**config.mk**
```make
export PLATFORM = sky130hd
export DESIGN_NAME = dsc_mod_update
export DESIGN_NICKNAME = d
export VERILOG_FILES = /design/src/sv/dsc_pkg.sv /design/src/sv/dsc_mod_update.sv
export SDC_FILE = /design/constraint.sdc
export NUM_CORES = 1
export LEC_CHECK = 0
export ABC_AREA = 1
export BUFFER_PORTS_ARGS = -buffer_cell sky130_fd_sc_hd__buf_2
export CORE_MARGIN = 5
export CORE_UTILIZATION = 45
export DETAILED_ROUTE_END_ITERATION = 16
export PLACE_DENSITY = 0.71
export SYNTH_ARGS = -nofsm -noshare
export SYNTH_HDL_FRONTEND = slang
export SYNTH_SLANG_ARGS = --single-unit
```
**constraint.sdc**
```tcl
create_clock -name vclk -period 4.1
set_clock_uncertainty 0.2 [all_clocks]
set_input_delay 0.205 -clock vclk [all_inputs]
set_output_delay 0.205 -clock vclk [all_outputs]
set_load 0.05 [all_outputs]
```
**src/sv/dsc_pkg.sv**
```systemverilog
// Shared types, constants and helper functions of the distinct subsequence counter.
package dsc_pkg;

    // Field widths of the input and result transactions.
    localparam int unsigned VALUE_W = 10;
    localparam int unsigned COUNT_W = 30;

    // Fraction bits of the reciprocal used to fold values onto a smaller table.
    localparam int unsigned RECIP_W = 2 * VALUE_W;

    // Default size of the per-value table.
    localparam int unsigned VALUE_COUNT_DEF = 1024;

    // The prime that all sums are reduced by.
    localparam logic [COUNT_W-1:0] PRIME = 30'd1000000007;

    // Sequence tag stored with each table entry; tag zero marks a cleared entry.
    localparam int unsigned EPOCH_W = 12;

    typedef logic [COUNT_W-1:0] t_count;
    typedef logic [EPOCH_W-1:0] t_epoch;

    localparam t_epoch EPOCH_FIRST = t_epoch'(1);
    localparam t_epoch EPOCH_MAX   = '1;

    // One table entry: the sequence it belongs to and the stored prefix total.
    typedef struct packed {
        t_epoch tag;
        t_count prefix;
    } t_entry;

    // What the table says about the value of the item being counted.
    typedef struct packed {
        logic   seen;
        t_count prefix;
    } t_lookup;

    // Table maintenance mode.
    typedef enum logic {
        MODE_CLEAR,
        MODE_RUN
    } t_mode;

    // Remainder of a narrow value by a table size below 2**VALUE_W. The quotient comes from
    // a multiplication by the rounded-down reciprocal and is at most one short, so a single
    // compare and subtract finishes the remainder.
    function automatic logic [VALUE_W-1:0] fold_value(
        input logic [VALUE_W-1:0] value,
        input logic [VALUE_W-1:0] count,
        input logic [RECIP_W-1:0] recip
    );
        logic [VALUE_W+RECIP_W-1:0] prod;
        logic [VALUE_W-1:0]         quot;
        logic [2*VALUE_W-1:0]       back;
        logic [VALUE_W-1:0]         rem;
        prod = (VALUE_W + RECIP_W)'(value) * (VALUE_W + RECIP_W)'(recip);
        quot = prod[VALUE_W+RECIP_W-1:RECIP_W];
        back = (2 * VALUE_W)'(quot) * (2 * VALUE_W)'(count);
        rem  = value - back[VALUE_W-1:0];
        if (rem >= count) begin
            rem = rem - count;
        end
        return rem;
    endfunction

endpackage

```
**src/sv/dsc_mod_update.sv**
```systemverilog
// Modular update of the running total for one element.
module dsc_mod_update (
    input  dsc_pkg::t_count  i_total,
    input  logic             i_seq_open,
    input  dsc_pkg::t_lookup i_lookup,
    output dsc_pkg::t_count  o_base,
    output dsc_pkg::t_count  o_new_total
);

    localparam int unsigned SUM_W = dsc_pkg::COUNT_W + 3;

    logic [SUM_W-1:0] w_double;
    logic [SUM_W-1:0] w_addend;
    logic [SUM_W-1:0] w_sum;
    logic [SUM_W-1:0] w_sum_up;
    logic [SUM_W-1:0] w_sum_down;

    // A new sequence starts counting from zero.
    assign o_base = i_seq_open ? i_total : '0;

    // The new total is 2T+1 for a fresh value and 2T-prefix for a repeated one.
    assign w_double = SUM_W'(o_base) << 1;
    assign w_addend = i_lookup.seen ? (~SUM_W'(i_lookup.prefix) + SUM_W'(1)) : SUM_W'(1);
    assign w_sum    = w_double + w_addend;

    // The sum lies in (-P, 2P), so one correction by P in either direction suffices.
    assign w_sum_up   = w_sum + SUM_W'(dsc_pkg::PRIME);
    assign w_sum_down = w_sum - SUM_W'(dsc_pkg::PRIME);

    always_comb begin
        priority if (w_sum[SUM_W-1]) begin
            o_new_total = w_sum_up[dsc_pkg::COUNT_W-1:0];
        end else if (!w_sum_down[SUM_W-1]) begin
            o_new_total = w_sum_down[dsc_pkg::COUNT_W-1:0];
        end else begin
            o_new_total = w_sum[dsc_pkg::COUNT_W-1:0];
        end
    end

endmodule

```
Yosys cells after proc, flatten, opt, wreduce, memory -nomap -nowiden
Cells that the tools add are included.
- bits in registers: 0
- input bits: 62
- logic and storage cells: 9
- add/sub/neg operators: 4
- muxes and demuxes: 4
- bitwise gates (word level): 1
- operators by type and width (kind ; number):
    30-bit 2-to-1 mux ; 3
    31-bit by 33-bit adder with 33-bit output ; 1
    33-bit by 1-bit adder with 33-bit output (second input constant) ; 1
    33-bit 2-to-1 mux ; 1
    30-bit inverter with 33-bit output ; 1
    33-bit by 30-bit subtractor with 33-bit output (second input constant) ; 1
    30-bit adder (second input constant) ; 1

Depth between registers and ports, before layout
- depth in word-level cells: 7
- gate-level depth with buffers: 39

Worst setup path after synthesis
No wires, ideal clock.
- kind: in2out
- from: input port i_lookup[0] in the netlist's numbering
- to: output port o_new_total[15]
- arrival time: 4.584 ns
- required time: 3.695 ns
- path slack: -0.889 ns
- stages on the path: 35
- cell sequence: inv_1 > ha_1 > nand2_1 > nor3_2 > nand2_1 > nor2_1 > nand2_1 > nor2_1 > nand2_1 > nor2_1 > nand2_1 > or2_2 > nor2_1 > nand2_1 > nor4_1 > nor3_1 > ha_1 > nand2_1 > inv_1 > nand2_1 > nand2_1 > inv_1 > nand2_1 > a21oi_1 > nand2_1 > nand2_1 > nand2_1 > nor2_1 > nand2_1 > nor2_2 > nand3_2 > nand3_2 > buf_6 > nand2_2 > xor2_1
- cells in the longest elaborated chain, start to end: 7
- elaborated cells between the ends (all ways): 8
- RTL lines (element ; RTL line ; text):
    start, declared ; dsc_mod_update.sv:5 ; input dsc_pkg::t_lookup i_lookup,
    30-bit inverter with 33-bit output (*) ; dsc_mod_update.sv:23 ; assign w_addend = i_lookup.seen ? (~SUM_W'(i_lookup.prefix) + SUM_W'(1)) : SUM_W'(1);
    33-bit by 1-bit adder with 33-bit output (*) ; dsc_mod_update.sv:23 ;
    33-bit 2-to-1 mux (*) ; dsc_mod_update.sv:23 ;
    31-bit by 33-bit adder with 33-bit output (*) ; dsc_mod_update.sv:24 ; assign w_sum = w_double + w_addend;
    33-bit by 30-bit subtractor with 33-bit output ; dsc_mod_update.sv:28 ; assign w_sum_down = w_sum - SUM_W'(dsc_pkg::PRIME);
    30-bit 2-to-1 mux ; dsc_mod_update.sv:33 ; end else if (!w_sum_down[SUM_W-1]) begin
    30-bit 2-to-1 mux (*) ; dsc_mod_update.sv:31 ; priority if (w_sum[SUM_W-1]) begin
    end, declared ; dsc_mod_update.sv:7 ; output dsc_pkg::t_count o_new_total
Mark *: on every way between the ends. The rest lies on a longest branch, timed or not.

Final worst setup path
- from: input port i_lookup[0] in the netlist's numbering
- to: output port o_new_total[23]
Same word-level chain as after synthesis.

==> impl_metrics.yaml <==
global_routing:
  grt-ovfl-total: 0
  grt_max_degree: 29
  grt_pass1_wl_mm: 33.68
  grt_pass1_vias: 7794
  grt_usage: 0.2663
  antenna_found_initial: 0
cells_and_area:
  area_growth_pct: 71.12
  finalNonFillerCells: 1752
  seq_cell_count: 0
  clkbuf_count: 0
  drive_gt1_frac: 0.3782
  fillers: 997
  final_nets: 1682
  final_area_um2: 9622
  area.sequential_um2: 0
  diodes: 0
power_and_ir_drop:
  power.switching_mw: 1.199
  swShare: 0.5954
  p_int_mw: 0.8148
  p_clk_frac: 0
  powerDensity_nw_per_um2: 209.3
  comb_power_share: 1.000
  ir_drop_mv: 0.1307
  p_seq_frac: 0
  leakage_nw: 5.675
critical_path:
  critPathBufInv: 7
  worstSetupPathType: "input port to output pin"
  crit_path_frequent_cell: "nand2_1"
  crit_start: "i_lookup[0]"
  cpPeakStageDelay_ns: 0.37
  crit_slowest_cell: "ha_1"
  crit_family: "simple AND/OR/NAND/NOR gates"
  arrival_ns: 4.57
  worst_setup_path_end_kind: "output pin"
  start_kind: "input port"
  cp_max_fo: 5
  required_ns: 3.69
routing:
  via_per_inst: 4.948
  wl_per_cell_um: 12.44
  post-route-drc-count: 0
  drt_iter0_markers: 630
  dr.pass1.iters: 5
  routed_wirelength_mm: 21.80
  vias: 8669
  ant_nets: 0
synth:
  postSynthCellCount: 1240
  syn_nets: 1336
  synth_seq_area_share: 0
  yosysWarnings: 0
  synth_area_per_cell_um2: 4.535
  ys_types: 39
  synthesis.area_um2: 5623
run_status:
  outcome: "finished with violations"
  violations: "setup timing"
floorplanning:
  core_area_um2: 12110
  ios: 122
  dieHeight_um: 121.8
  rows: 40
  initial_core_util: 0.4643
  die_w_um: 121.8
  dieArea_um2: 14830
timing:
  worstMarginPinSlew_ns: 0.4476
  finalCritPeriodShare: 1.213
  rsz0062_at_grt: "true"
  worst_slack_ns: -0.8724
  max_slew_margin: 0.6990
  fin_crit_ns: 4.972
  max_freq_ghz: 0.2011
  drv_slew: 0
  final_hold_viol_count: 0
  tns_ns: -22.75
  setup_viol: 30
  timing.hold.ws_ns: 0.6028
placed_design:
  place_inst: 1724
  placed_area_um2: 8464
  dp_hpwl_mm: 16.88
  gp_congestion: 0.9377
  pre_cts_ws_ns: -0.9988
  port_buffers: 122
hold_path:
  min_from: "i_total[3]"
  hold_path.class: "input port to output pin"
clocking:
  cts_hold_buf: 0
run:
  max-cap-violations: 0
[repair_timing]
item,4_1_cts,5_1_grt
endpoints found under the setup margin,30,30
resized for setup,119,140
pin swaps,19,53
buffers inserted,12,16
gates cloned,3,1
[cell families (layout without fill, tap and decap cells)]
logic type	Yosys count	count (layout)	synth area share
and+or+nand+nor	847	847	0.6420
xor gates and xnor gates	15	15	0.02337
AOI/OAI and AO/OA	81	81	0.07788
buffers and inverters	263	607	0.1798
adders and majority gates	34	34	0.07699
[cell usage after synthesis]
cell type / n / share of area
a21o_1: 1 / 0.0013
xor2_1: 13 / 0.020
nor4_1: 3 / 0.0033
nand2_1: 498 / 0.33
nor3_1: 22 / 0.020
a221oi_1: 1 / 0.0016
buf_4: 1 / 0.0013
o21bai_1: 2 / 0.0027
nand3_2: 5 / 0.0089
buf_2: 4 / 0.0036
xnor2_1: 2 / 0.0031
o21a_1: 1 / 0.0013
nor3_2: 2 / 0.0036
nand3b_1: 5 / 0.0067
clkbuf_1: 7 / 0.0047
a21oi_2: 1 / 0.0016
ha_1: 33 / 0.073
and3_1: 1 / 0.0011
inv_2: 13 / 0.0087
a21oi_1: 38 / 0.034
o21ai_0: 29 / 0.026
nor2_4: 2 / 0.0040
nand2_4: 1 / 0.0020
inv_1: 236 / 0.16
nor2_2: 12 / 0.013
nor2_1: 140 / 0.093
fa_1: 1 / 0.0036
o31ai_1: 3 / 0.0040
and2_1: 5 / 0.0056
o21ai_1: 1 / 0.00089
buf_6: 2 / 0.0040
nand4_2: 1 / 0.0022
o31a_1: 1 / 0.0016
nand3_1: 96 / 0.085
or2_2: 2 / 0.0022
nor3b_1: 1 / 0.0013
nand4_1: 26 / 0.029
a31oi_1: 3 / 0.0033
nand2_2: 25 / 0.028
[power by group through the flow]
| stage | clock, mW | sequential [mW] | combinational, mW |
|---|---|---|---|
| 2_1_floorplan | 0 | 0 | 1.11 |
| 3_3_place_gp | 0 | 0 | 1.63 |
| 3_5_place_dp | 0 | 0 | 1.66 |
| 4_1_cts | 0 | 0 | 1.85 |
| 5_1_grt | 0 | 0 | 2.16 |
| 6_report | 0 | 0 | 2.01 |
[layout make-up]
type,instances,area [µm²],area share
Inverter,249,1001,0.1040
Tap cell,168,210.2,0.02185
Timing Repair Buffer,358,2778,0.2887
Multi-Input combinational cell,977,5633,0.5854
[per-layer routing]
metal  track usage  wire length, µm  vias up  part of all wire
li1              -                -     4504                 -
met1        0.3543             9528     3796              0.44
met2        0.4789            10590      311              0.49
met3      0.007892             1034       58             0.047
met4       0.05742              639        0             0.029
met5             0                0        -                 0
[per-stage QoR]
stage,util,power [mW]
floorplan,-,1.109
global placement,0.6989,1.634
detailed placement,0.6989,1.656
CTS,0.7445,1.849
global route,0.7944,2.157
finish,0.7944,2.014
[worst min-delay path: cells and delay by family]
kind                   cells  cell delay, ns
buffers and inverters      3            0.33
and+or+nand+nor            1            0.05
[cells in the final DEF, fill, tap and decap left out, types with 8 or more instances in the layout]
cell type   count
a21oi_1        29
a21oi_2         8
buf_2          90
buf_4         219
buf_6          26
buf_8          15
clkinvlp_4     10
ha_1           29
inv_1         216
inv_2          20
nand2_1       412
nand2_2        78
nand2_4        32
nand3_1        81
nand3_2        16
nand4_1        26
nor2_1        121
nor2_2         21
nor2_4         12
nor3_1         13
nor3_4          8
o21ai_0        21
xor2_4         10
[path summary, 6_finish.rpt]
check	depth (start not counted)	end	slack, ns
worst max-delay path	38	o_new_total[23]	-0.87
worst min-delay path	4	o_base[3]	0.60
No activity file was read; power rests on OpenSTA's default activity.
