--- config.mk ---
export PLATFORM = sky130hd
export DESIGN_NAME = dsc_out_queue
export DESIGN_NICKNAME = d
export VERILOG_FILES = /design/src/sv/dsc_pkg.sv /design/src/sv/dsc_out_queue.sv
export SDC_FILE = /design/constraint.sdc
export NUM_CORES = 1
export LEC_CHECK = 0
export ABC_AREA = 0
export BUFFER_PORTS_ARGS = -buffer_cell sky130_fd_sc_hd__buf_2
export CAP_MARGIN = 10
export CORE_MARGIN = 5
export CORE_UTILIZATION = 52
export DETAILED_ROUTE_END_ITERATION = 7
export PLACE_DENSITY = 0.89
export SLEW_MARGIN = 10
export SYNTH_ARGS = -nofsm -noshare
export SYNTH_HDL_FRONTEND = slang
export SYNTH_SLANG_ARGS = --single-unit
--- constraint.sdc ---
create_clock -name i_clk -period 4.2 [get_ports i_clk]
set_clock_uncertainty 0.15 [all_clocks]
set_input_delay 0.84 -clock i_clk [delete_from_list [all_inputs] [get_ports i_clk]]
set_output_delay 0.84 -clock i_clk [all_outputs]
set_load 0.05 [all_outputs]
--- src/sv/dsc_pkg.sv ---
// Shared types, constants and helper functions of the distinct subsequence counter.
package dsc_pkg;

    // Field widths of the input and result transactions.
    localparam int unsigned VALUE_W = 10;
    localparam int unsigned COUNT_W = 30;

    // Fraction bits of the reciprocal used to fold values onto a smaller table.
    localparam int unsigned RECIP_W = 2 * VALUE_W;

    // Default size of the per-value table.
    localparam int unsigned VALUE_COUNT_DEF = 1024;

    // The prime that all sums are reduced by.
    localparam logic [COUNT_W-1:0] PRIME = 30'd1000000007;

    // Sequence tag stored with each table entry; tag zero marks a cleared entry.
    localparam int unsigned EPOCH_W = 12;

    typedef logic [COUNT_W-1:0] t_count;
    typedef logic [EPOCH_W-1:0] t_epoch;

    localparam t_epoch EPOCH_FIRST = t_epoch'(1);
    localparam t_epoch EPOCH_MAX   = '1;

    // One table entry: the sequence it belongs to and the stored prefix total.
    typedef struct packed {
        t_epoch tag;
        t_count prefix;
    } t_entry;

    // What the table says about the value of the item being counted.
    typedef struct packed {
        logic   seen;
        t_count prefix;
    } t_lookup;

    // Table maintenance mode.
    typedef enum logic {
        MODE_CLEAR,
        MODE_RUN
    } t_mode;

    // Remainder of a narrow value by a table size below 2**VALUE_W. The quotient comes from
    // a multiplication by the rounded-down reciprocal and is at most one short, so a single
    // compare and subtract finishes the remainder.
    function automatic logic [VALUE_W-1:0] fold_value(
        input logic [VALUE_W-1:0] value,
        input logic [VALUE_W-1:0] count,
        input logic [RECIP_W-1:0] recip
    );
        logic [VALUE_W+RECIP_W-1:0] prod;
        logic [VALUE_W-1:0]         quot;
        logic [2*VALUE_W-1:0]       back;
        logic [VALUE_W-1:0]         rem;
        prod = (VALUE_W + RECIP_W)'(value) * (VALUE_W + RECIP_W)'(recip);
        quot = prod[VALUE_W+RECIP_W-1:RECIP_W];
        back = (2 * VALUE_W)'(quot) * (2 * VALUE_W)'(count);
        rem  = value - back[VALUE_W-1:0];
        if (rem >= count) begin
            rem = rem - count;
        end
        return rem;
    endfunction

endpackage

--- src/sv/dsc_out_queue.sv ---
// Two-entry result queue: output register plus skid entry.
module dsc_out_queue (
    input  logic            i_clk,
    input  logic            i_rst_n,
    input  logic            i_push,
    input  dsc_pkg::t_count i_push_data,
    input  logic            i_out_ready,
    output logic            o_out_valid,
    output dsc_pkg::t_count o_out_data,
    output logic            o_room
);

    logic [1:0]      r_cnt;
    logic [1:0]      n_cnt;
    dsc_pkg::t_count r_head;
    dsc_pkg::t_count r_tail;
    logic            w_pop;
    logic [2:0]      w_after;

    assign o_out_valid = (r_cnt != 2'd0);
    assign o_out_data  = r_head;
    assign w_pop       = o_out_valid && i_out_ready;

    // Room for one more result after this cycle's push and pop.
    assign w_after = 3'(r_cnt) + 3'(i_push) - 3'(w_pop);
    assign o_room  = (w_after < 3'd2);

    always_comb begin
        n_cnt = r_cnt;
        if (i_push && !w_pop) begin
            n_cnt = r_cnt + 2'd1;
        end else if (!i_push && w_pop) begin
            n_cnt = r_cnt - 2'd1;
        end
    end

    // Occupancy count.
    always_ff @(posedge i_clk) begin
        if (!i_rst_n) begin
            r_cnt <= 2'd0;
        end else begin
            r_cnt <= n_cnt;
        end
    end

    // Entry data moves toward the head as transactions leave.
    always_ff @(posedge i_clk) begin
        if (w_pop) begin
            if (r_cnt == 2'd2) begin
                r_head <= r_tail;
                if (i_push) begin
                    r_tail <= i_push_data;
                end
            end else if (i_push) begin
                r_head <= i_push_data;
            end
        end else if (i_push) begin
            if (r_cnt == 2'd0) begin
                r_head <= i_push_data;
            end else begin
                r_tail <= i_push_data;
            end
        end
    end

endmodule

### Word level (Yosys, flattened, before mapping)

Index checks and enable logic that the tools add are counted.

* equality and inequality tests: 4
* muxes and demuxes: 11
* $lt $le $gt $ge: 1
* add/subtract/negate cells: 4
* reductions and logical operators: 13

Operator list (number)
* $mux W30: 9
* $reduce_bool A2 Y1: 5
* $mux W2: 2
* $ne A2 B2 Y1 const B: 2
* $reduce_and A4 Y1: 1
* $add A2 B1 Y3: 1
* $logic_and A1 B1 Y1: 3
* $lt A3 B2 Y1 const B: 1
* $reduce_and A3 Y1: 1
* $sub A3 B1 Y3: 1
* $add A2 B1 Y2 const B: 1
* $eq A2 B2 Y1 const B: 1
* $logic_not A1 Y1: 2
* $logic_not A2 Y1: 1
* $ne A2 B1 Y1 const B: 1
* $sub A2 B1 Y2 const B: 1

* output and inout bits: 32
* word-level logic and storage cells: 36
* bits in registers: 62

### Longest topological paths before layout

Gate-level depths: netlist (run 1).

* word-level depth: 5
* gate-level depth with buffers: 7
* gate-level depth less buffers: 6

### Least setup slack after synthesis (run 1)

Ideal clock, no wire load.

* path kind: input to output
* start point: input i_out_ready
* end point: output o_room
* stages: 6
* arrival time: 2.311 ns
* buffers on the path: 1
* required time: 3.210 ns
* setup slack: 0.899 ns
* cells stage by stage: nand2_4 buf_6 a21oi_1 fa_1 xnor2_1 nor2_1

* word-level cells in the longest chain between the ends: 3

Ends and longest elaborated chain
* start: declaration: RTL line dsc_out_queue.sv:7 `input logic i_out_ready,`
* $logic_and A1 B1 Y1: RTL line dsc_out_queue.sv:22 `assign w_pop = o_out_valid && i_out_ready;`
* $sub A3 B1 Y3: RTL line dsc_out_queue.sv:25 `assign w_after = 3'(r_cnt) + 3'(i_push) - 3'(w_pop);`
* $lt A3 B2 Y1: RTL line dsc_out_queue.sv:26 `assign o_room = (w_after < 3'd2);`
* end: declaration: RTL line dsc_out_queue.sv:10 `output logic o_room`

No other way between the ends.

### Final worst setup path (run 1)

Ends and elaborated chain as after synthesis.

==> results of run 1 <==
through the flow:
| step | cells | hold WS [ns] | cell area, um2 | util (%) | total power, mW |
|---|---|---|---|---|---|
| 2_1_floorplan | 120 | 0.3567 | 2506 | - | 1.534 |
| 3_3_place_gp | 238 | 0.3791 | 2894 | 61.68 | 1.676 |
| 3_5_place_dp | 238 | 0.3839 | 2894 | 61.68 | 1.693 |
| 4_1_cts | 254 | 0.3992 | 3099 | 66.05 | 2.238 |
| 5_1_grt | 254 | 0.4077 | 3099 | 66.05 | 2.319 |
| 6_report | 254 | 0.3990 | 3099 | 66.05 | 2.214 |
state kept, by name, summed over array words and instances (netlist names):
register	cells
o_out_data	30
r_cnt	2
r_tail	30
power groups by stage:
stage / clock (mW) / sequential [mW] / combinational (mW)
after floorplan: 0 / 1.17 / 0.368
after global routing: 0.592 / 0.924 / 0.802
final: 0.544 / 0.911 / 0.759
after CTS: 0.554 / 0.913 / 0.771
after global placement: 0 / 0.919 / 0.758
after detailed placement: 0 / 0.925 / 0.768
critical path, delay by kind of cell:
kind | cells | cell delay, ns
adder cells (fa/ha/maj) | 1 | 0.44
AO/OA/AOI/OAI | 1 | 0.20
AND/OR/NAND/NOR | 2 | 0.29
buffers and inverters | 2 | 0.40
final timing paths:
path | endpoint | startpoint | slack, ns | cells past startpoint
max | o_room | i_out_ready | 1.03 | 6
min | o_out_data[2] | r_tail[2] | 0.40 | 1
max reg2reg | o_out_data[0] | r_cnt[0] | 1.79 | 5
min reg2reg | o_out_data[2] | r_tail[2] | 0.40 | 1
layout make-up:
type                       instances  area share [%]
clock buffer                      11           4.239
inverter                           2          0.2422
timing repair buffer              67           10.98
multi-input combinational         53           20.55
tap                               54           2.180
clock inverter                     5           2.382
sequential                        62           59.43
Yosys cell counts (2+ instances only):
cell type  instances
mux2_2             2
nand2_1            5
xnor2_1            2
buf_6              3
mux2i_1            2
edfxtp_1          60
nor2_1             2
dfxtp_1            2
mux2_4            28
inv_1              2
a21oi_1            2
ha_1               2
logic make-up after synthesis:
group	count (synthesis)	synth area share (%)
buf+inv	5	1.648
flops	62	73.49
mux	32	18.47
compound gates	3	0.7490
fa+ha+maj	3	1.797
xor+xnor	3	1.049
simple gates	12	2.796
routing by layer:
layer  track usage, %  up-vias  wire length, um
met5                0        -                0
met4            7.216        0               81
met3            5.643        8              240
met2            23.29       41             2104
met1            15.49      594             1603
li1                 -      608                -
==> results_dict.tcl, run 1 <==
set metrics [dict create \
    slowest_stage "fa_1" \
    holdBufCountCts 0 \
    final_nets 232 \
    fin_ws_ns 1.031 \
    cts-resized-gates 0 \
    synth_area_per_cell_um2 20.88 \
    tightest_slew_ns 0.9590 \
    grt_pass1_wl_mm 6.382 \
    max_stage_delay_ns 0.44 \
    start_kind "input pin" \
    crit_top_cell "buf_2" \
    cts_setup_buffers 0 \
    maxCapViolCount 0 \
    cts_tree "yes" \
    min_period_over_period_pct 75.45 \
    syn_area_um2 2506 \
    firstDrtPassIters 4 \
    p_seq_share_pct 41.1 \
    core-area_um2 4692 \
    cp_data_required_time_ns 3.21 \
    worstPathMaxFanout 5 \
    final_cell_mix "buf_2 (65), edfxtp_1 (60), mux2_4 (28), clkbuf_8 (9), nand2_1 (5)" \
    p_comb_share_pct 34.3 \
    worstSetupEndpointType "output port" \
    ys.flop_type "edfxtp_1" \
    clkTransAtPathRegs_ns 0.07 \
    finalMaxSlewViolations 0 \
    nFillCells 334 \
    setup_viol 0 \
    synth_area_leaders "edfxtp_1 (72%), mux2_4 (17%), dfxtp_1 (1.6%), buf_6 (1.3%), ha_1 (1.0%)" \
    clk_latency_ns 0.33 \
    power.density_nw_per_um2 714.4 \
    status "complete, no violations" \
    synth.largest_area_cell "edfxtp_1" \
    grt_usage_pct 14.05 \
    die_h_um 79.42 \
    multi_input_area_um2 636.9 \
    regArea_um2 1842 \
    clock-sinks 62 \
    dp_slack_ns 1.026 \
    dieArea_um2 6308 \
    drt-total-wl_mm 4.029 \
    start_util_pct 53.41 \
    setup_tns_ns 0 \
    route.detailed.drc 0 \
    vias_per_cell 4.925 \
    ir_drop_mv 0.8203 \
    drtIter0Drc 90 \
    worst-endpoint-arrival_ns 2.18 \
    place_congestion 0.7016 \
    die_w_um 79.42 \
    ys_seq_area_share_pct 73.49 \
    io_buffers 65 \
    hold_class "flop to flop" \
    root_buffer "clkbuf_8" \
    antenna_found_initial 0 \
    clockBufferDepth 2 \
    pwr-share-clk_pct 24.6 \
    syn_nets 157 \
    grt_max_degree 31 \
    ys_ff_latch 62 \
    wl_per_cell_um 15.86 \
    async_flop_share_pct 0 \
    io_pins 66 \
    p_sw_share_pct 35.70 \
    ys_types 20 \
    max_freq_ghz 0.3156 \
    criticalPathCategory "input pin to output port" \
    area_growth_pct 23.66 \
    postRouteAntennaNets 0 \
    worstPathCellList "buf_2 -> nand2b_1 -> a21oi_1 -> fa_1 -> nor2_1 -> buf_2" \
    diodes 0 \
    max_slew_margin_pct 35.92 \
    grt_pass1_vias 1307 \
    finalHoldViolCount 0 \
    vias 1251 \
    gr-total-overflow 0 \
    synth-edff-count 60 \
    internal_power_mw 1.424 \
    period_minus_slack_ns 3.169 \
    drive_above_1_share_pct 57.50 \
    yosysTopAreaCellShare_pct 71.89 \
    std_cell_rows 25 \
    ys.warnings.count 0 \
    switchingPower_mw 0.7905 \
    rsz0062_at_grt "no" \
    cellLeakagePower_nw 1.312 \
    dpl.hpwl_mm 2.814 \
    cts_inserted_buffers 9 \
    htreeDepth 3 \
    layout_commonest_cell "buf_2" \
    synthCells 120 \
]
Power figures use the tool's default switching activity.
==> inputs of run 2 (changes only) <==
--- a/config.mk
+++ b/config.mk
@@ -5,13 +5,13 @@
 export SDC_FILE = /design/constraint.sdc
 export NUM_CORES = 1
 export LEC_CHECK = 0
-export ABC_AREA = 0
+export ABC_AREA = 1
 export BUFFER_PORTS_ARGS = -buffer_cell sky130_fd_sc_hd__buf_2
 export CAP_MARGIN = 10
 export CORE_MARGIN = 5
-export CORE_UTILIZATION = 52
+export CORE_UTILIZATION = 47
 export DETAILED_ROUTE_END_ITERATION = 7
-export PLACE_DENSITY = 0.89
+export PLACE_DENSITY = 0.85
 export SLEW_MARGIN = 10
 export SYNTH_ARGS = -nofsm -noshare
 export SYNTH_HDL_FRONTEND = slang
==> constraint.sdc (replaced) <==
create_clock -name i_clk -period 2.79 [get_ports i_clk]
set_clock_uncertainty 0.15 [all_clocks]
set_input_delay 0.558 -clock i_clk [delete_from_list [all_inputs] [get_ports i_clk]]
set_output_delay 0.558 -clock i_clk [all_outputs]
set_load 0.05 [all_outputs]
==> run 2 against run 1 <==
Net effect:
- flip-flop and latch count is the same
- final cell count grew 35%
- non-clock buffer count grew 6
- worst hold slack lost 0.13 ns
- critical endpoint unchanged
- largest power group unchanged
==> results_dict.tcl, run 2 <==
set metrics [dict create \
    cts_tree "yes" \
    rsz0062_at_grt "no" \
    route.detailed.drc 0 \
    power_mw 2.510 \
    ys.flop_type "edfxtp_1" \
    core-area_um2 5107 \
    postRouteAntennaNets 0 \
    layout_commonest_cell "nand2_1" \
    dpl_cell_area_um2 2904 \
    p_comb_share_pct 24.4 \
    syn_nets 231 \
    synth_area_leaders "edfxtp_1 (73%), nand2_1 (10%), nand3_1 (6.3%), dfxtp_1 (1.6%), buf_6 (1.4%)" \
    gr-total-overflow 0 \
    setup_viol 0 \
    synth_area_per_cell_um2 12.79 \
    slowest_stage "fa_1" \
    std_cell_rows 26 \
    cts_setup_buffers 0 \
    criticalPathCategory "flop to output port" \
    ys_types 21 \
    io_buffers 65 \
    power.density_nw_per_um2 813.7 \
    pwr-share-clk_pct 28.1 \
    synth.most_common_cell "nand2_1" \
    clockBufferDepth 2 \
    syn_area_um2 2481 \
    ys.warnings.count 0 \
    hold_class "input pin to flop" \
    r2r-end "o_out_data[11]" \
    cp-endpoint "o_room" \
    synth-edff-count 60 \
    io_pins 66 \
    async_flop_share_pct 0 \
    max_freq_ghz 0.3729 \
    worstPathMaxFanout 5 \
    final_cell_area_um2 3084 \
    start_kind "flop" \
    final_core_util_pct 60.39 \
    grt_pass1_wl_mm 7.327 \
    setup_tns_ns 0 \
    worstPathCellList "inv_1 -> or2_1 -> a21oi_2 -> fa_1 -> nor2_2 -> buf_6" \
    dpl.hpwl_mm 3.334 \
    r2r_start "r_cnt[1]" \
    htreeDepth 3 \
    diodes 0 \
    die_w_um 82.66 \
    max_stage_delay_ns 0.43 \
    worst-endpoint-arrival_ns 1.97 \
    synth.largest_area_cell "edfxtp_1" \
    min_period_over_period_pct 96.12 \
    internal_power_mw 1.719 \
    area_growth_pct 24.31 \
    timing.reg2reg.setup_slack_ns 0.81 \
    nFillCells 428 \
    clkTransAtPathRegs_ns 0.06 \
    synthCells 194 \
    firstDrtPassIters 4 \
    hold-path-cell-count 1 \
    grt_max_degree 33 \
    vias 1666 \
    grt_usage_pct 15.10 \
    drive_above_1_share_pct 33.46 \
    synth_commonest_cells "nand2_1 (69), edfxtp_1 (60), nand3_1 (31)" \
    die_h_um 82.66 \
    finalMaxSlewViolations 0 \
    switchingPower_mw 0.7911 \
    final_cell_mix "nand2_1 (69), buf_2 (64), edfxtp_1 (60), nand3_1 (31), clkbuf_8 (9)" \
    maxCapViolCount 0 \
    cts_inserted_buffers 9 \
    start_util_pct 48.58 \
    root_buffer "clkbuf_8" \
    antenna_found_initial 0 \
    finalHoldViolCount 0 \
    cp_data_required_time_ns 2.08 \
    max_slew_margin_pct 78.67 \
    yosysTopAreaCellShare_pct 72.62 \
    rr_worst_depth 6 \
    ys_seq_area_share_pct 74.23 \
    p_sw_share_pct 31.52 \
    worstSetupEndpointType "output port" \
    period_minus_slack_ns 2.682 \
    clock-sinks 62 \
    drtIter0Drc 36 \
    drt-total-wl_mm 4.725 \
    dieArea_um2 6832 \
    status "complete, no violations" \
    wl_per_cell_um 13.82 \
    grt_pass1_vias 1601 \
    p_seq_share_pct 47.5 \
    vias_per_cell 4.871 \
    place_congestion 0.6917 \
    ir_drop_mv 0.3620 \
    startpoint "r_cnt[0]" \
    cellLeakagePower_nw 1.315 \
    final_nets 305 \
    clk_latency_ns 0.32 \
    holdBufCountCts 0 \
    tightest_slew_ns 0.3200 \
    ys_ff_latch 62 \
]
-- run 2: cell count changes in the layout (fill, tap and decap cells not counted), sizes merged, moves of 2 or more --
cell,delta
buf,+6
clkbuf,+2
clkinv,-2
inv,+3
mux2,-30
mux2i,-2
nand2,+64
nand3,+31
nor2,+4
-- run 2: cell families (layout without fill, tap and decap cells) --
family / Yosys count / after routing / share of synthesized area [%]
and+or+nand+nor: 110 / 110 / 19.06
buffers and inverters: 15 / 93 / 3.781
adders and majority gates: 3 / 3 / 1.815
xor gates and xnor gates: 1 / 1 / 0.3531
AOI/OAI and AO/OA: 3 / 3 / 0.7565
DFF: 62 / 62 / 74.23
-- run 2: how the worst min path moves through the flow --
stage | start | end | slack (ns)
floorplan | r_tail[0] | o_out_data[0] | 0.37
global placement | r_tail[7] | o_out_data[7] | 0.37
detailed placement | r_tail[4] | o_out_data[4] | 0.38
CTS | i_push_data[24] | r_tail[24] | 0.25
global route | i_push_data[27] | r_tail[27] | 0.24
finish | i_push_data[25] | r_tail[25] | 0.27
-- run 2: critical path, delay by kind of cell, from the launching register on --
kind / cells / cell delay [ns]
buffers and inverters: 2 / 0.26
AND/OR/NAND/NOR: 2 / 0.42
flip-flops: 1 / 0.38
adder cells (fa/ha/maj): 1 / 0.43
AO/OA/AOI/OAI: 1 / 0.17
-- run 2: cell type report --
class	instances	area [um2]	share of cell area, %
Sequential cell	62	1843	59.76
Multi-Input combinational cell	117	570.5	18.50
Timing Repair Buffer	73	391.6	12.70
Clock buffer	13	138.9	4.503
Tap cell	70	87.58	2.840
Clock inverter	2	33.78	1.095
Inverter	5	18.77	0.6085
-- run 2: power groups by stage --
stage	sequential [mW]	clock, mW	combinational, mW
6_report	1.19	0.706	0.612
4_1_cts	1.19	0.727	0.611
2_1_floorplan	1.41	0	0.256
3_3_place_gp	1.21	0	0.593
3_5_place_dp	1.21	0	0.604
5_1_grt	1.20	0.775	0.657
-- run 2: timing repair --
action / CTS / global route
gates cloned: 0 / 0
gates resized for setup: 2 / 1
setup endpoints to repair: 1 / 1
-- run 2: routing by layer --
layer / part of all wire [%] / track usage (%)
met5: 0 / 0
met4: 1.7 / 7.190
met3: 7.6 / 5.748
met2: 51 / 24.76
met1: 40 / 17.41
-- run 2: metrics by stage --
step / hold WS [ns] / instances / setup WS [ns]
2_1_floorplan: 0.3713 / 194 / 0.02902
3_3_place_gp: 0.3738 / 327 / 0.1294
3_5_place_dp: 0.3821 / 327 / 0.1213
4_1_cts: 0.2529 / 342 / 0.06369
5_1_grt: 0.2408 / 342 / 0.01496
6_report: 0.2718 / 342 / 0.1082
