## src/sv/dsc_ram.sv

```systemverilog
// Generic single-write, single-read RAM with a registered read port.
module dsc_ram #(
    parameter int unsigned WIDTH = 8,
    parameter int unsigned DEPTH = 16
) (
    input  logic                     i_clk,
    input  logic                     i_we,
    input  logic [$clog2(DEPTH)-1:0] i_waddr,
    input  logic [WIDTH-1:0]         i_wdata,
    input  logic                     i_re,
    input  logic [$clog2(DEPTH)-1:0] i_raddr,
    output logic [WIDTH-1:0]         o_rdata
);

    logic [WIDTH-1:0] r_mem [DEPTH];

    // Write port.
    always_ff @(posedge i_clk) begin
        if (i_we) begin
            r_mem[i_waddr] <= i_wdata;
        end
    end

    // Registered read port; returns the old contents on a same-address write.
    always_ff @(posedge i_clk) begin
        if (i_re) begin
            o_rdata <= r_mem[i_raddr];
        end
    end

endmodule

```

## config.mk

```make
export PLATFORM = sky130hd
export DESIGN_NAME = dsc_ram
export DESIGN_NICKNAME = d
export VERILOG_FILES = /design/src/sv/dsc_ram.sv
export SDC_FILE = /design/constraint.sdc
export NUM_CORES = 1
export LEC_CHECK = 0
export ABC_AREA = 1
export BUFFER_PORTS_ARGS = -buffer_cell sky130_fd_sc_hd__buf_2
export CAP_MARGIN = 20
export CORE_MARGIN = 5
export CORE_UTILIZATION = 40
export DETAILED_ROUTE_END_ITERATION = 7
export HOLD_SLACK_MARGIN = 0.06
export SLEW_MARGIN = 20
export SYNTH_ARGS = -nofsm -noshare
export SYNTH_HDL_FRONTEND = slang
export SYNTH_SLANG_ARGS = --single-unit
export TNS_END_PERCENT = 100
```

## constraint.sdc

```tcl
create_clock -name i_clk -period 2.6 [get_ports i_clk]
set_input_delay 0.52 -clock i_clk [delete_from_list [all_inputs] [get_ports i_clk]]
set_output_delay 0.52 -clock i_clk [all_outputs]
set_load 0.03 [all_outputs]
```

* Word-level counts from Yosys, hierarchy flattened
Memory sizes are Yosys's and may differ from the RTL's. A register that Yosys moved wholly into a read port is not among the register bits.
Cells that the tools add are included.
** Operators by class
- Muxes and demuxes :: 2
** Operators with widths (count)
- $mux 1 :: 2
** Word-level totals
- Input port bits :: 19
- Memory bits (writable) :: 128
- Word-level logic and storage cells :: 3
- Bits in registers :: 0
- Memories :: 1
** Memory list
- r_mem :: words 16, width 8, read ports 1, clocked after memory_dff 1, write ports 1, line 15 : logic [WIDTH-1:0] r_mem [DEPTH];

* Logic depth before layout (Yosys ltp)
Gate-level depths: netlist of the first run.
- Depth after elaboration :: 2
- Mapped depth :: 8

* Least setup slack after synthesis of the first run
Ideal clock, no wire load.
- Path kind :: input to register
- Start :: input port i_waddr[2]
- End :: memory r_mem[10][0], enable pin
- Library setup time :: 0.370 ns
- Path slack :: 1.129 ns
- Arrival time :: 1.101 ns
- Data required time :: 2.230 ns
- Cell stages on the path :: 2
- Cells stage by stage :: nand3b_1 -> nor2_1
** RTL lines
- from (decl) :: line 8 : input logic [$clog2(DEPTH)-1:0] i_waddr,
- to (decl) :: line 15
Straight into the memory's write port.

==> summary by stage, run 1 <==
Clock tree
After clock tree synthesis, the repair step resized 0 gates. The number of setup buffers added after CTS is 0. TritonCTS created 17 clock buffers.

TritonCTS built the clock tree. The clock insertion delay at the later pin of the skew report is 0.42 ns. The clock tree root driver cell is sky130_fd_sc_hd__clkbuf_16. The H-tree depth is 4. The clock drives 136 sinks. After clock tree synthesis, the flow added hold-fix buffers numbering 0. After clock tree synthesis, the clock-pin slew on the worst setup and hold paths is 0.05 ns. The clock passes through at most 2 buffers.

Global route
The via count of the first global-routing pass was 3,843. For this run, global-route usage on met3 was measured as 0.03699. The first global-routing pass estimated 21,980 µm of wire.

The global routing usage summed across all routing layers is 0.1783. The pin count of the biggest net entering global routing is 65. For this run the aggregate overflow at the end of global routing stands at 0. For this run, global-route usage on met1 was measured as 0.2419. For this run, global-route usage on met2 was measured as 0.2840. The initial antenna violation count is 0. The layer flagged by global routing as most heavily used is met2.

Min path
The launch instance of the worst min-delay path is i_re. The worst min-delay path endpoint is o_rdata[2]. The number of cells on the worst hold path is 1. The min-delay analysis places its worst path in the category in2reg.

Finish
Once layout is done, the placed cells without fillers occupy around 0.0066 mm². In the layout the commonest cells are sky130_fd_sc_hd__nand2_1, sky130_fd_sc_hd__edfxtp_1, sky130_fd_sc_hd__inv_1. The final core utilization is 0.4610. The layout overhead on the synthesized area is 13.72%. Leaving out fill and tap cells, the most frequent cell in the layout is sky130_fd_sc_hd__nand2_1. The repair_antennas step left the layout with diodes totalling 0. The net count of the finished layout is 595.

The proportion of layout cells with a drive suffix above 1 is 0.09694. Leaving out filler cells and counting taps, the final layout contains 772. The fill cell instance count of the final layout is ~1.3k.

Setup path
The startpoint identified for the worst register-to-register timing path is r_mem[3][7]. The data arrival at the endpoint of the critical path is slightly below 2 ns. Across all register-to-register paths, the minimum setup slack is 1.48 ns.

The data required time of the worst path is 2.77 ns. The capture instance of the worst register-to-register path is o_rdata[7]. The number of cells on the worst reg-to-reg path is 6.

The endpoint kind of the worst setup timing path is a flop. The worst setup path is of the in2reg kind. The maximum net fanout on the critical path is 33. The sort of element at the start of the critical path is an input port.

Synthesis
The synthesized netlist occupies a cell area of 0.005847 mm². Of the total synthesized cell area, the portion taken by XOR and XNOR cells is 0. The post-synthesis cell count is 551. The sequential element share of the synthesized area is 0.6985. The post-synthesis share of cell area spent on and, or, nand and nor gates is 0.2076.

After synthesis, the mean cell area works out to approximately 11 µm². By area, the combinational part of the netlist is dominated by simple AND/OR/NAND/NOR gates. Measured against the total synthesized area, the mux share comes to 0. The synthesized-area fraction occupied by ao, oa, aoi and oai cells is 0. The synthesized design contains 136 register bits.

The number of distinct library cell variants in the gate-level netlist after synthesis is 11. The Yosys warning count is 0. The net count of the mapped netlist is between 500 and 600. Of the total synthesized cell area, the portion taken by full adders, half adders and majority gates is 0.

Placement
At the placement stage, the worst setup path has a slack of about 0.36 ns. In this run, placement finished with an instance count of 741. The placed instances occupy a cell area of ~0.0061 mm². The congestion estimate from routability-driven global placement came to 0.8841. Port buffering added 26 buffers.

The placed wire-length estimate after detailed placement is 8936 µm.

Die
The area of the die is 0.01713 mm². The overall die width is 130.9 µm. The initial core utilization is 0.4054. The top-level port count is 27. The total number of placement rows is 44. In this run the standard cell core region covers 0.01442 mm². The die is ~130 µm tall.

Timing
The sum of negative setup slack is 0 ns. The worst path meets setup with 0.8054 ns of slack. The actual slew at the worst max-slew pin is 0.8611 ns. The count of final max-slew check failures was 0.

Setup repair after global routing left no endpoint under its margin. The hold violation count in the final report is 0. In the finished design, the share of the clock period the worst path needs comes to 0.6902. Across the routed clock network, the largest skew measured is 0.006344 ns. Setup violations remaining at the end of the flow were counted as 0. Headroom to the max-slew limit came out at 0.4238.

The maximum clock frequency is 557.2 MHz. The routed design could run at a clock period as short as 1.795 ns.

Detailed routing
The DRC violation count after routing is 0. The detailed-routing iteration count for the pre-antenna-repair pass is 5. Dividing the detail-routed via count by the number of cells gives 4.970. The total wire length is 13,930 µm. The detailed router finished its first iteration with 377 violations.

The routed wire length per instance is 18.04 µm. Detailed routing inserted a total of between 3k and 4k vias. The antenna violation net count after detailed routing is 0.

Flow run
The number of max-cap violations is 0.

Run status
The flow ran to the end, and the final reports show no timing, DRC or antenna violations.

Pwr
The maximum vdd drop is approximately 0.64 mV. The analysis attributes to cell leakage a power of about 2.8 nW. The ratio of total power to cell area is 771.3 mW/mm².
-- flip-flops by register name, summed over array words and instances, names as in the netlist --
register  count
o_rdata       8
r_mem       128
-- power breakdown --
part / internal [mW] / switching [mW]
registers: 2.47 / 0.0175
clock network: 1.47 / 0.854
logic: 0.0784 / 0.232
-- through the flow --
step | hold slack, ns | power [mW]
final | 0.4786 | 5.128
after global routing | 0.4625 | 5.293
after CTS | 0.4525 | 5.166
after detailed placement | 0.7810 | 2.848
after global placement | 0.7723 | 2.846
after floorplan | 0.6189 | 2.722
-- final cells by class --
| class | instances | area, µm² | area share |
|---|---|---|---|
| clock inverter | 13 | 136.4 | 0.02051 |
| tap | 184 | 230.2 | 0.03463 |
| inverter | 102 | 382.9 | 0.05758 |
| multi-input combinational | 289 | 1214 | 0.1825 |
| timing repair buffer | 30 | 172.7 | 0.02597 |
| clock buffer | 18 | 429.2 | 0.06455 |
| sequential | 136 | 4084 | 0.6142 |
-- metal layers --
metal,share of wire,wire length (µm),up-vias
met5,0,0,-
met4,0.018,246,0
met3,0.056,783,18
met2,0.49,6787,128
met1,0.44,6109,1862
li1,-,-,1829
-- how the worst max path moves through the flow --
| stage | startpoint | to | slack [ns] | cells after the start |
|---|---|---|---|---|
| 3_5_place_dp | i_raddr[1] | o_rdata[6] | 0.36 | 6 |
| 3_3_place_gp | i_raddr[1] | o_rdata[0] | 0.42 | 6 |
| 4_1_cts | i_raddr[1] | o_rdata[3] | 0.80 | 6 |
| 5_1_grt | i_raddr[1] | o_rdata[7] | 0.64 | 6 |
| 6_report | i_raddr[1] | o_rdata[3] | 0.81 | 6 |
| 2_1_floorplan | i_waddr[2] | r_mem[10][0] | 1.13 | 2 |
-- critical path: stages --
cell                      delay [ns]
sky130_fd_sc_hd__buf_2          0.50
sky130_fd_sc_hd__inv_2          0.42
sky130_fd_sc_hd__nand3_1        0.20
sky130_fd_sc_hd__nand3_1        0.12
sky130_fd_sc_hd__nand3_1        0.13
sky130_fd_sc_hd__nand2_1        0.05
-- Yosys cell counts, drive strengths merged --
master,n,area [µm²]
edfxtp,136,4084
inv,102,382.9
nor2,17,63.81
nand2,173,649.4
nand3b,2,15.01
buf,24,166.4
nand3,97,485.5
-- kinds of logic (layout without fill, tap and decap cells) --
family                 Yosys count  in the layout
buffers and inverters          126            163
DFF                            136            136
and+or+nand+nor                289            289
Note: power is estimated with default switching activity, not from simulation.
==> run 2, diff against run 1 <==
Settings changed: ABC_AREA 1 to 0.
Clock period 2.6 ns to 1.68 ns, I/O delays scaled along.
==> run 2 against run 1 <==
Against the previous run:
- via count fell by 37%
- synthesized cell count shrank 58%
- combinational power rose by 29%
- non-clock buffer count grew 22
- core utilization is 3.5 points higher
- critical endpoint is now o_rdata[5]
- wire length is 26% lower
- count of clock-buffer cells in the layout increased by 1
- first-iteration DRC count shrank 44%
- largest power group unchanged
- critical path type is now reg2reg
==> summary by stage, run 2 <==
Global route
The initial antenna violation count was 0 (unchanged). The global routing usage summed across all routing layers is 0.1377 (was 0.1783). The residual overflow from global routing came to 0 (unchanged). The pin count of the biggest net entering global routing is 20 (was 65). The first-pass GRT wire length came to 15,640 µm (was 21,980 µm). The via count of the first global-routing pass came to 2,589 (was 3,843).

Pwr
The maximum vdd drop is 0.7630 mV (was 0.6364 mV). The ratio of total power to cell area was 1231 mW/mm² (was 771.3 mW/mm²). The leakage power figure is 2.141 nW (was 2.831 nW).

Clock tree
The clock tree root driver cell is sky130_fd_sc_hd__clkbuf_16 (unchanged). The maximum number of buffers from clock root to sink is 2 (unchanged). The TritonCTS clock tree is built (unchanged). The post-CTS clock slew at the launch and capture registers of the worst setup and hold paths is 0.05 ns (about the same). The total of hold buffers inserted after clock tree synthesis is 0 (unchanged).

The number of sinks on the clock net is 136 (unchanged). The quantity of gates resized following cts is 0 (unchanged). The CTS buffer count is 17 (unchanged). The clock insertion delay at the later pin of the skew report was 0.40 ns (was 0.42 ns). The H-tree depth is 4 (unchanged). The total setup buffers inserted after CTS is 0 (unchanged).

Die
The overall die width is 124.3 µm (was 130.9 µm). The height of the chip is 124.3 µm (was 130.9 µm). The initial core utilization is 0.4109 (was 0.4054). The area inside the core boundary was 0.01272 mm² (was 0.01442 mm²). The top-level port count is 27 (unchanged). The total number of placement rows came to 41 (was 44). The area of the die is 0.01546 mm² (was 0.01713 mm²).

Synthesis
The sequential element share of the synthesized area is 0.7812 (was 0.6985). The number of distinct library cell variants in the gate-level netlist after synthesis is 18 (was 11). Largest cells by area after synthesis: sky130_fd_sc_hd__edfxtp_1, sky130_fd_sc_hd__mux4_2, sky130_fd_sc_hd__mux4_1 (was sky130_fd_sc_hd__edfxtp_1, sky130_fd_sc_hd__nand2_1, sky130_fd_sc_hd__nand3_1). Top cells by count, synth: sky130_fd_sc_hd__edfxtp_1, sky130_fd_sc_hd__mux4_2, sky130_fd_sc_hd__a22oi_1 (was sky130_fd_sc_hd__nand2_1, sky130_fd_sc_hd__edfxtp_1, sky130_fd_sc_hd__inv_1). The cell taking the most area after synthesis is sky130_fd_sc_hd__edfxtp_1 (unchanged). The top-area cell type share of the netlist area is 0.7812 (was 0.6985).

The net count of the mapped netlist was 248 (was 570). The fraction of registers with async set/reset is 0 (unchanged). The number of enable-type register cells in the synthesized netlist is 136 (unchanged). The post-synthesis cell count is 229 (was 551).

The per-instance average area after synthesis came to 22.83 µm² (was 10.61 µm²). The register bit total from synthesis was 136 (unchanged). The Yosys warning count came to 0 (unchanged). The post-synthesis instance area is 0.005228 mm² (was 0.005847 mm²). The most frequently used flop master after synthesis is sky130_fd_sc_hd__edfxtp_1 (unchanged).

The most repeated cell in the gate-level netlist after synthesis is sky130_fd_sc_hd__edfxtp_1 (was sky130_fd_sc_hd__nand2_1).

Finish
The final core utilization came to 0.4956 (was 0.4610). Most used cells in the layout excluding fill and tap cells: sky130_fd_sc_hd__edfxtp_1, sky130_fd_sc_hd__buf_2, sky130_fd_sc_hd__buf_4 (was sky130_fd_sc_hd__nand2_1, sky130_fd_sc_hd__edfxtp_1, sky130_fd_sc_hd__inv_1). The flip-flop count of the largest register after layout is 128 (unchanged). Registers with the most flip-flops: r_mem (128), o_rdata (8) (unchanged). The antenna diode instance count is 0 (unchanged).

The proportion of layout cells with a drive suffix above 1 is 0.3168 (was 0.09694). The layout overhead on the synthesized area was 20.61% (was 13.72%). The count of nets after finishing is 309 (was 595).

The final non-filler cell total is 475 (was 772). The most common library cell in the layout ignoring fill and taps was sky130_fd_sc_hd__edfxtp_1 (was sky130_fd_sc_hd__nand2_1). The register name with the most flops is r_mem (unchanged).

Setup path
The slowest cell on the critical path is sky130_fd_sc_hd__mux4_1 (was sky130_fd_sc_hd__buf_2). The maximum net fanout on the critical path came to 1 (was 33). The data required time of the worst path is 1.82 ns (was 2.77 ns). The number of buffers and inverters on the critical path was 0 (was 2). The endpoint kind of the worst setup timing path is a flop (unchanged). The family with the most delay on the worst path is multiplexers (was buffers and inverters).

The data arrival at the endpoint of the critical path is 1.62 ns (was 1.97 ns). Critical path, cell by cell: mux4_1 -> a22oi_1 -> nand2_1 (was buf_2 -> inv_2 -> nand3_1 -> nand3_1 -> nand3_1 -> nand2_1). The category of the critical setup timing path is reg2reg (was in2reg). The sort of element at the start of the critical path is a flop (was input port). The largest stage delay on the critical path is 0.52 ns (was 0.50 ns).

Detailed routing
The total wire length is 10,320 µm (was 13,930 µm). The post-route met1 wirelength was 4616 µm (was 6109 µm). The total met2 wirelength after detailed routing was 5015 µm (was 6787 µm). The DRC violation count after routing is 0 (unchanged). The mean number of vias per cell is 5.105 (was 4.970). The via count was 2,425 (was 3,837). The DRC marker count from the first detailed-route iteration is 210 (was 377). The uppermost signal routing layer after detailed routing is met4 (unchanged). The routed wire length per instance is 21.73 µm (was 18.04 µm). The met3 layer wire length in the routed design is 526 µm (was 783 µm). The antenna violation net count after detailed routing is 0 (unchanged).

The detailed-routing iteration count for the pre-antenna-repair pass came to 4 (was 5).

Timing
The final hold slack is 0.2760 ns (was 0.4786 ns). The ratio of final minimum period to clock period is 0.8837. The total setup violations reported at the end of the flow is 0 (unchanged). The headroom to the max-slew limit is 0.4608 (was 0.4238). The final clock skew is 0.005940 ns (was 0.006344 ns). The maximum clock frequency is 673.6 MHz. The shortest clock period the worst path allows after layout is approximately 1.5 ns.

The actual slew at the worst max-slew pin came to 0.8059 ns (was 0.8611 ns). RSZ-0062 raised after global routing: no (unchanged). The count of final max-slew check failures came to 0 (unchanged). The hold violation count in the final report is 0 (unchanged).

Placement
The number of input and output port buffers inserted is 26 (unchanged). The placed wire-length estimate after detailed placement is 6542 µm (was 8936 µm). The global placement routability congestion is 0.7105 (was 0.8841). The number of cells after detailed placement is 443 (was 741).

Flow run
The number of max-cap violations is 0 (unchanged).

Min path
The kind of path behind the tightest hold check is in2reg (unchanged).

Run status
Outcome: finished clean (unchanged).
[run 2: cell types whose count changed after synthesis, sizes merged, moves of 2 or more]
cell,delta
nor3,+4
buf,-17
a22oi,+16
inv,-102
nand3,-96
mux4,+32
clkdlybuf4s25,+3
nand2b,+2
nor2,-4
nand2,-164
[run 2: routing by layer]
metal,vias up,global-route usage
li1,1105,-
met5,-,0
met4,0,0.04900
met2,61,0.2156
met3,12,0.03345
met1,1247,0.1888
[run 2: logic make-up (layout without fill, tap and decap cells)]
kind of cell | count (synthesis) | in the layout | share of synthesized area
muxes | 32 | 32 | 0.1479
AOI/OAI and AO/OA | 16 | 16 | 0.02298
buffers and inverters | 10 | 84 | 0.01651
and+or+nand+nor | 35 | 35 | 0.03136
DFF | 136 | 136 | 0.7812
[run 2: through the flow]
stage / power (mW) / TNS, ns / setup WS, ns / instance area (µm²)
final: 7.764 / 0 / 0.1954 / 6305
after CTS: 7.829 / 0 / 0.1989 / 6305
after floorplan: 4.135 / 0 / 0.06159 / 5233
after global placement: 4.309 / -1.208 / -0.1989 / 5737
after global routing: 8.023 / 0 / 0.1323 / 6305
after detailed placement: 4.318 / -1.242 / -0.2131 / 5737
[run 2: report_power, final]
group	internal, mW	switching [mW]	leakage (nW)
Clock	2.29	1.23	0.276
Sequential	3.83	0.0175	1.24
Combinational	0.164	0.236	0.629
[run 2: path summary, 6_finish.rpt]
path                startpoint    endpoint  slack [ns]  cells after the start
setup / recovery   r_mem[2][5]  o_rdata[5]        0.20                      3
hold / removal            i_re  o_rdata[7]        0.28                      1
setup reg to reg   r_mem[2][5]  o_rdata[5]        0.20                      3
hold reg to reg   r_mem[13][2]  o_rdata[2]        0.75                      3
[run 2: area by class of cell]
| cell class | instances | area (µm²) |
|---|---|---|
| fill | 1045 | 6417 |
| clock buffer | 19 | 432.9 |
| sequential | 136 | 4084 |
| multi-input combinational | 83 | 1062 |
| clock inverter | 13 | 135.1 |
| timing repair buffer | 52 | 375.4 |
| tap | 172 | 215.2 |
==> run 3, diff against run 2 <==
Clock period 1.68 ns to 1.5 ns, I/O delays scaled along.
==> run 3 against run 2 <==
Against the previous run:
- sequential power grew 12%
- clock power rose by 21%
- register-to-register slack lost 0.12 ns
- combinational power up 15%
- final area rose by 0.26%
- core utilization rose by 0.13 points
- die area is the same
- maximum frequency rose by 4.3%
- cell count rose by 0.21%
- first-iteration DRC count increased by 10%
- via count is 1.6% higher
- critical endpoint is now o_rdata[0]
==> summary by stage, run 3 (synthesis gave the netlist of run 2 again) <==
Setup path
The endpoint kind of the worst setup timing path is a flop (unchanged). The launching point of the worst reg2reg path is r_mem[1][0] (was r_mem[2][5]). The setup slack of the worst register-to-register path was 0.08 ns (was 0.20 ns). The maximum net fanout on the critical path is 1 (unchanged). The logic depth of the worst register-to-register path is 3 (unchanged).

The slowest cell on the critical path is sky130_fd_sc_hd__mux4_1 (unchanged). The sort of element at the start of the critical path is a flop (unchanged). The category of the critical setup timing path is reg2reg (unchanged). The data arrival at the endpoint of the critical path is 1.57 ns (was 1.62 ns). The largest stage delay on the critical path was 0.51 ns (was 0.52 ns). The capture instance of the worst register-to-register path is o_rdata[0] (was o_rdata[5]). The data required time of the worst path was 1.64 ns (was 1.82 ns). Critical path, cell by cell: mux4_1 -> a22oi_1 -> nand2_1 (unchanged).

Timing
The total setup violations reported at the end of the flow is 0 (unchanged). The shortest clock period the worst path allows after layout came to 1.423 ns (was 1.485 ns). The final clock skew is 0.004440 ns (was 0.005940 ns). The count of final max-slew check failures is 0 (unchanged). The sum of negative setup slack is 0 ns (unchanged).

The actual slew at the worst max-slew pin came to 0.8383 ns (was 0.8059 ns). The final worst-path setup slack is 0.07694 ns (was 0.1954 ns). The headroom to the max-slew limit came to 0.4400 (was 0.4608). The maximum clock frequency is 702.7 MHz (was 673.6 MHz). RSZ-0062 raised after global routing: no (unchanged). The ratio of final minimum period to clock period came to 0.9487 (was 0.8837). The final hold slack was 0.2627 ns (was 0.2760 ns). The hold violation count in the final report is 0 (unchanged).

Detailed routing
The detailed-routing iteration count for the pre-antenna-repair pass is 4 (unchanged). The DRC violation count after routing came to 0 (unchanged). The antenna violation net count after detailed routing came to 0 (unchanged).

The total wire length is 10,370 µm (was 10,320 µm). The mean number of vias per cell is 5.176 (was 5.105). The via count is 2,464 (was 2,425).

The routed wire length per instance was 21.79 µm (was 21.73 µm). The DRC marker count from the first detailed-route iteration is 232 (was 210).

Clock tree
The total of hold buffers inserted after clock tree synthesis was 0 (unchanged). The quantity of gates resized following cts is 0 (unchanged). The maximum number of buffers from clock root to sink was 2 (unchanged). The CTS buffer count is 17 (unchanged). The number of sinks on the clock net was 136 (unchanged).

The H-tree depth came to 4 (unchanged). The clock tree root driver cell is sky130_fd_sc_hd__clkbuf_16 (unchanged). The TritonCTS clock tree is built (unchanged). The clock insertion delay at the later pin of the skew report is 0.40 ns (about the same). The total setup buffers inserted after CTS was 0 (unchanged).

The post-CTS clock slew at the launch and capture registers of the worst setup and hold paths came to 0.06 ns (was 0.05 ns).

Global route
The via count of the first global-routing pass is 2,657 (was 2,589). The first-pass GRT wire length came to 16,330 µm (was 15,640 µm). The initial antenna violation count is 0 (unchanged). The pin count of the biggest net entering global routing was 20 (unchanged). The residual overflow from global routing is 0 (unchanged). The global routing usage summed across all routing layers is 0.1430 (was 0.1377).

Die
The height of the chip is 124.3 µm (unchanged). The initial core utilization is 0.4109 (unchanged). The area inside the core boundary is 0.01272 mm² (unchanged). The top-level port count is 27 (unchanged). The area of the die came to 0.01546 mm² (unchanged). The overall die width is 124.3 µm (unchanged). The total number of placement rows is 41 (unchanged).

Placement
The number of cells after detailed placement is 446 (was 443). The worst slack at placement is -0.2896 ns (was -0.2131 ns). The placed wire-length estimate after detailed placement was 6721 µm (was 6542 µm). The post-placement cell area is 0.005710 mm² (was 0.005737 mm²).

The global placement routability congestion came to 0.7340 (was 0.7105). The number of input and output port buffers inserted is 26 (unchanged).

Min path
The launch instance of the worst min-delay path is i_re (unchanged). The kind of path behind the tightest hold check was in2reg (unchanged). The number of cells on the worst hold path is 1 (unchanged). The worst min-delay path endpoint is o_rdata[5] (was o_rdata[7]).

Finish
The final core utilization is 0.4969 (was 0.4956). Registers with the most flip-flops: r_mem (128), o_rdata (8) (unchanged). Most used cells in the layout excluding fill and tap cells: sky130_fd_sc_hd__edfxtp_1, sky130_fd_sc_hd__mux4_2, sky130_fd_sc_hd__buf_2 (was sky130_fd_sc_hd__edfxtp_1, sky130_fd_sc_hd__buf_2, sky130_fd_sc_hd__buf_4). The flip-flop count of the largest register after layout is 128 (unchanged).

The register name with the most flops is r_mem (unchanged). The layout overhead on the synthesized area is 20.92% (was 20.61%). The proportion of layout cells with a drive suffix above 1 came to 0.3882 (was 0.3168). The final instance area is 0.006321 mm² (was 0.006305 mm²). The fill cell instance count of the final layout came to 1,065 (was 1,045). The area of the multi-input gates is 0.001018 mm² (was 0.001062 mm²). The final non-filler cell total came to 476 (was 475). The most common library cell in the layout ignoring fill and taps is sky130_fd_sc_hd__edfxtp_1 (unchanged). The antenna diode instance count was 0 (unchanged). The flip-flop and latch area is 0.004084 mm² (unchanged).

The count of nets after finishing is 312 (was 309).

Flow run
The number of max-cap violations came to 0 (unchanged).

Pwr
The total power of the final layout is 9.008 mW (was 7.764 mW). The maximum vdd drop is 0.8971 mV (was 0.7630 mV). The ratio of total power to cell area is 1425 mW/mm² (was 1231 mW/mm²). The leakage power figure is 2.120 nW (was 2.141 nW).

Run status
Outcome: finished clean (unchanged).
## run 3: changes by cell type in the layout (fill, tap and decap cells not counted), sizes merged
cell	delta
clkbuf	-2
bufinv	+1
inv	+1
clkinvlp	+1
clkinv	-3
buf	+3
## run 3: where the power goes
group / switching (mW) / internal (mW) / leakage, nW
Combinational: 0.269 / 0.189 / 0.592
Sequential: 0.0210 / 4.28 / 1.24
Clock: 1.49 / 2.75 / 0.292
Total: 1.78 / 7.23 / 2.12
## run 3: worst max-delay path by stage
stage / startpoint / endpoint / slack [ns] / cells after the start
after floorplan: i_waddr[2] / r_mem[3][0] / -0.07 / 2
after global placement: i_raddr[0] / o_rdata[0] / -0.27 / 5
after detailed placement: i_raddr[0] / o_rdata[2] / -0.29 / 5
after CTS: r_mem[7][2] / o_rdata[2] / 0.05 / 3
after global routing: r_mem[3][6] / o_rdata[6] / 0.03 / 3
final: r_mem[1][0] / o_rdata[0] / 0.08 / 3
## run 3: layout make-up
type	count	area share
clock buffers	17	0.06730
repair buffers	55	0.06295
well taps	172	0.03405
multi-input cells	83	0.1611
flip-flops and latches	136	0.6461
clock inverters	13	0.02850
## run 3: worst max-delay path: cells and delay by family (launching register included)
family	cells	cell delay, ns
AO/OA/AOI/OAI	1	0.19
multiplexers	1	0.51
AND/OR/NAND/NOR	1	0.10
flip-flops	1	0.36
## run 3: routing by layer
metal,track usage,wire (µm),part of all wire,vias up
li1,-,-,-,1092
met1,0.1960,4635,0.45,1289
met2,0.2258,5164,0.50,70
met4,0.04255,159,0.015,0
met3,0.03816,414,0.040,13
met5,0,0,0,-
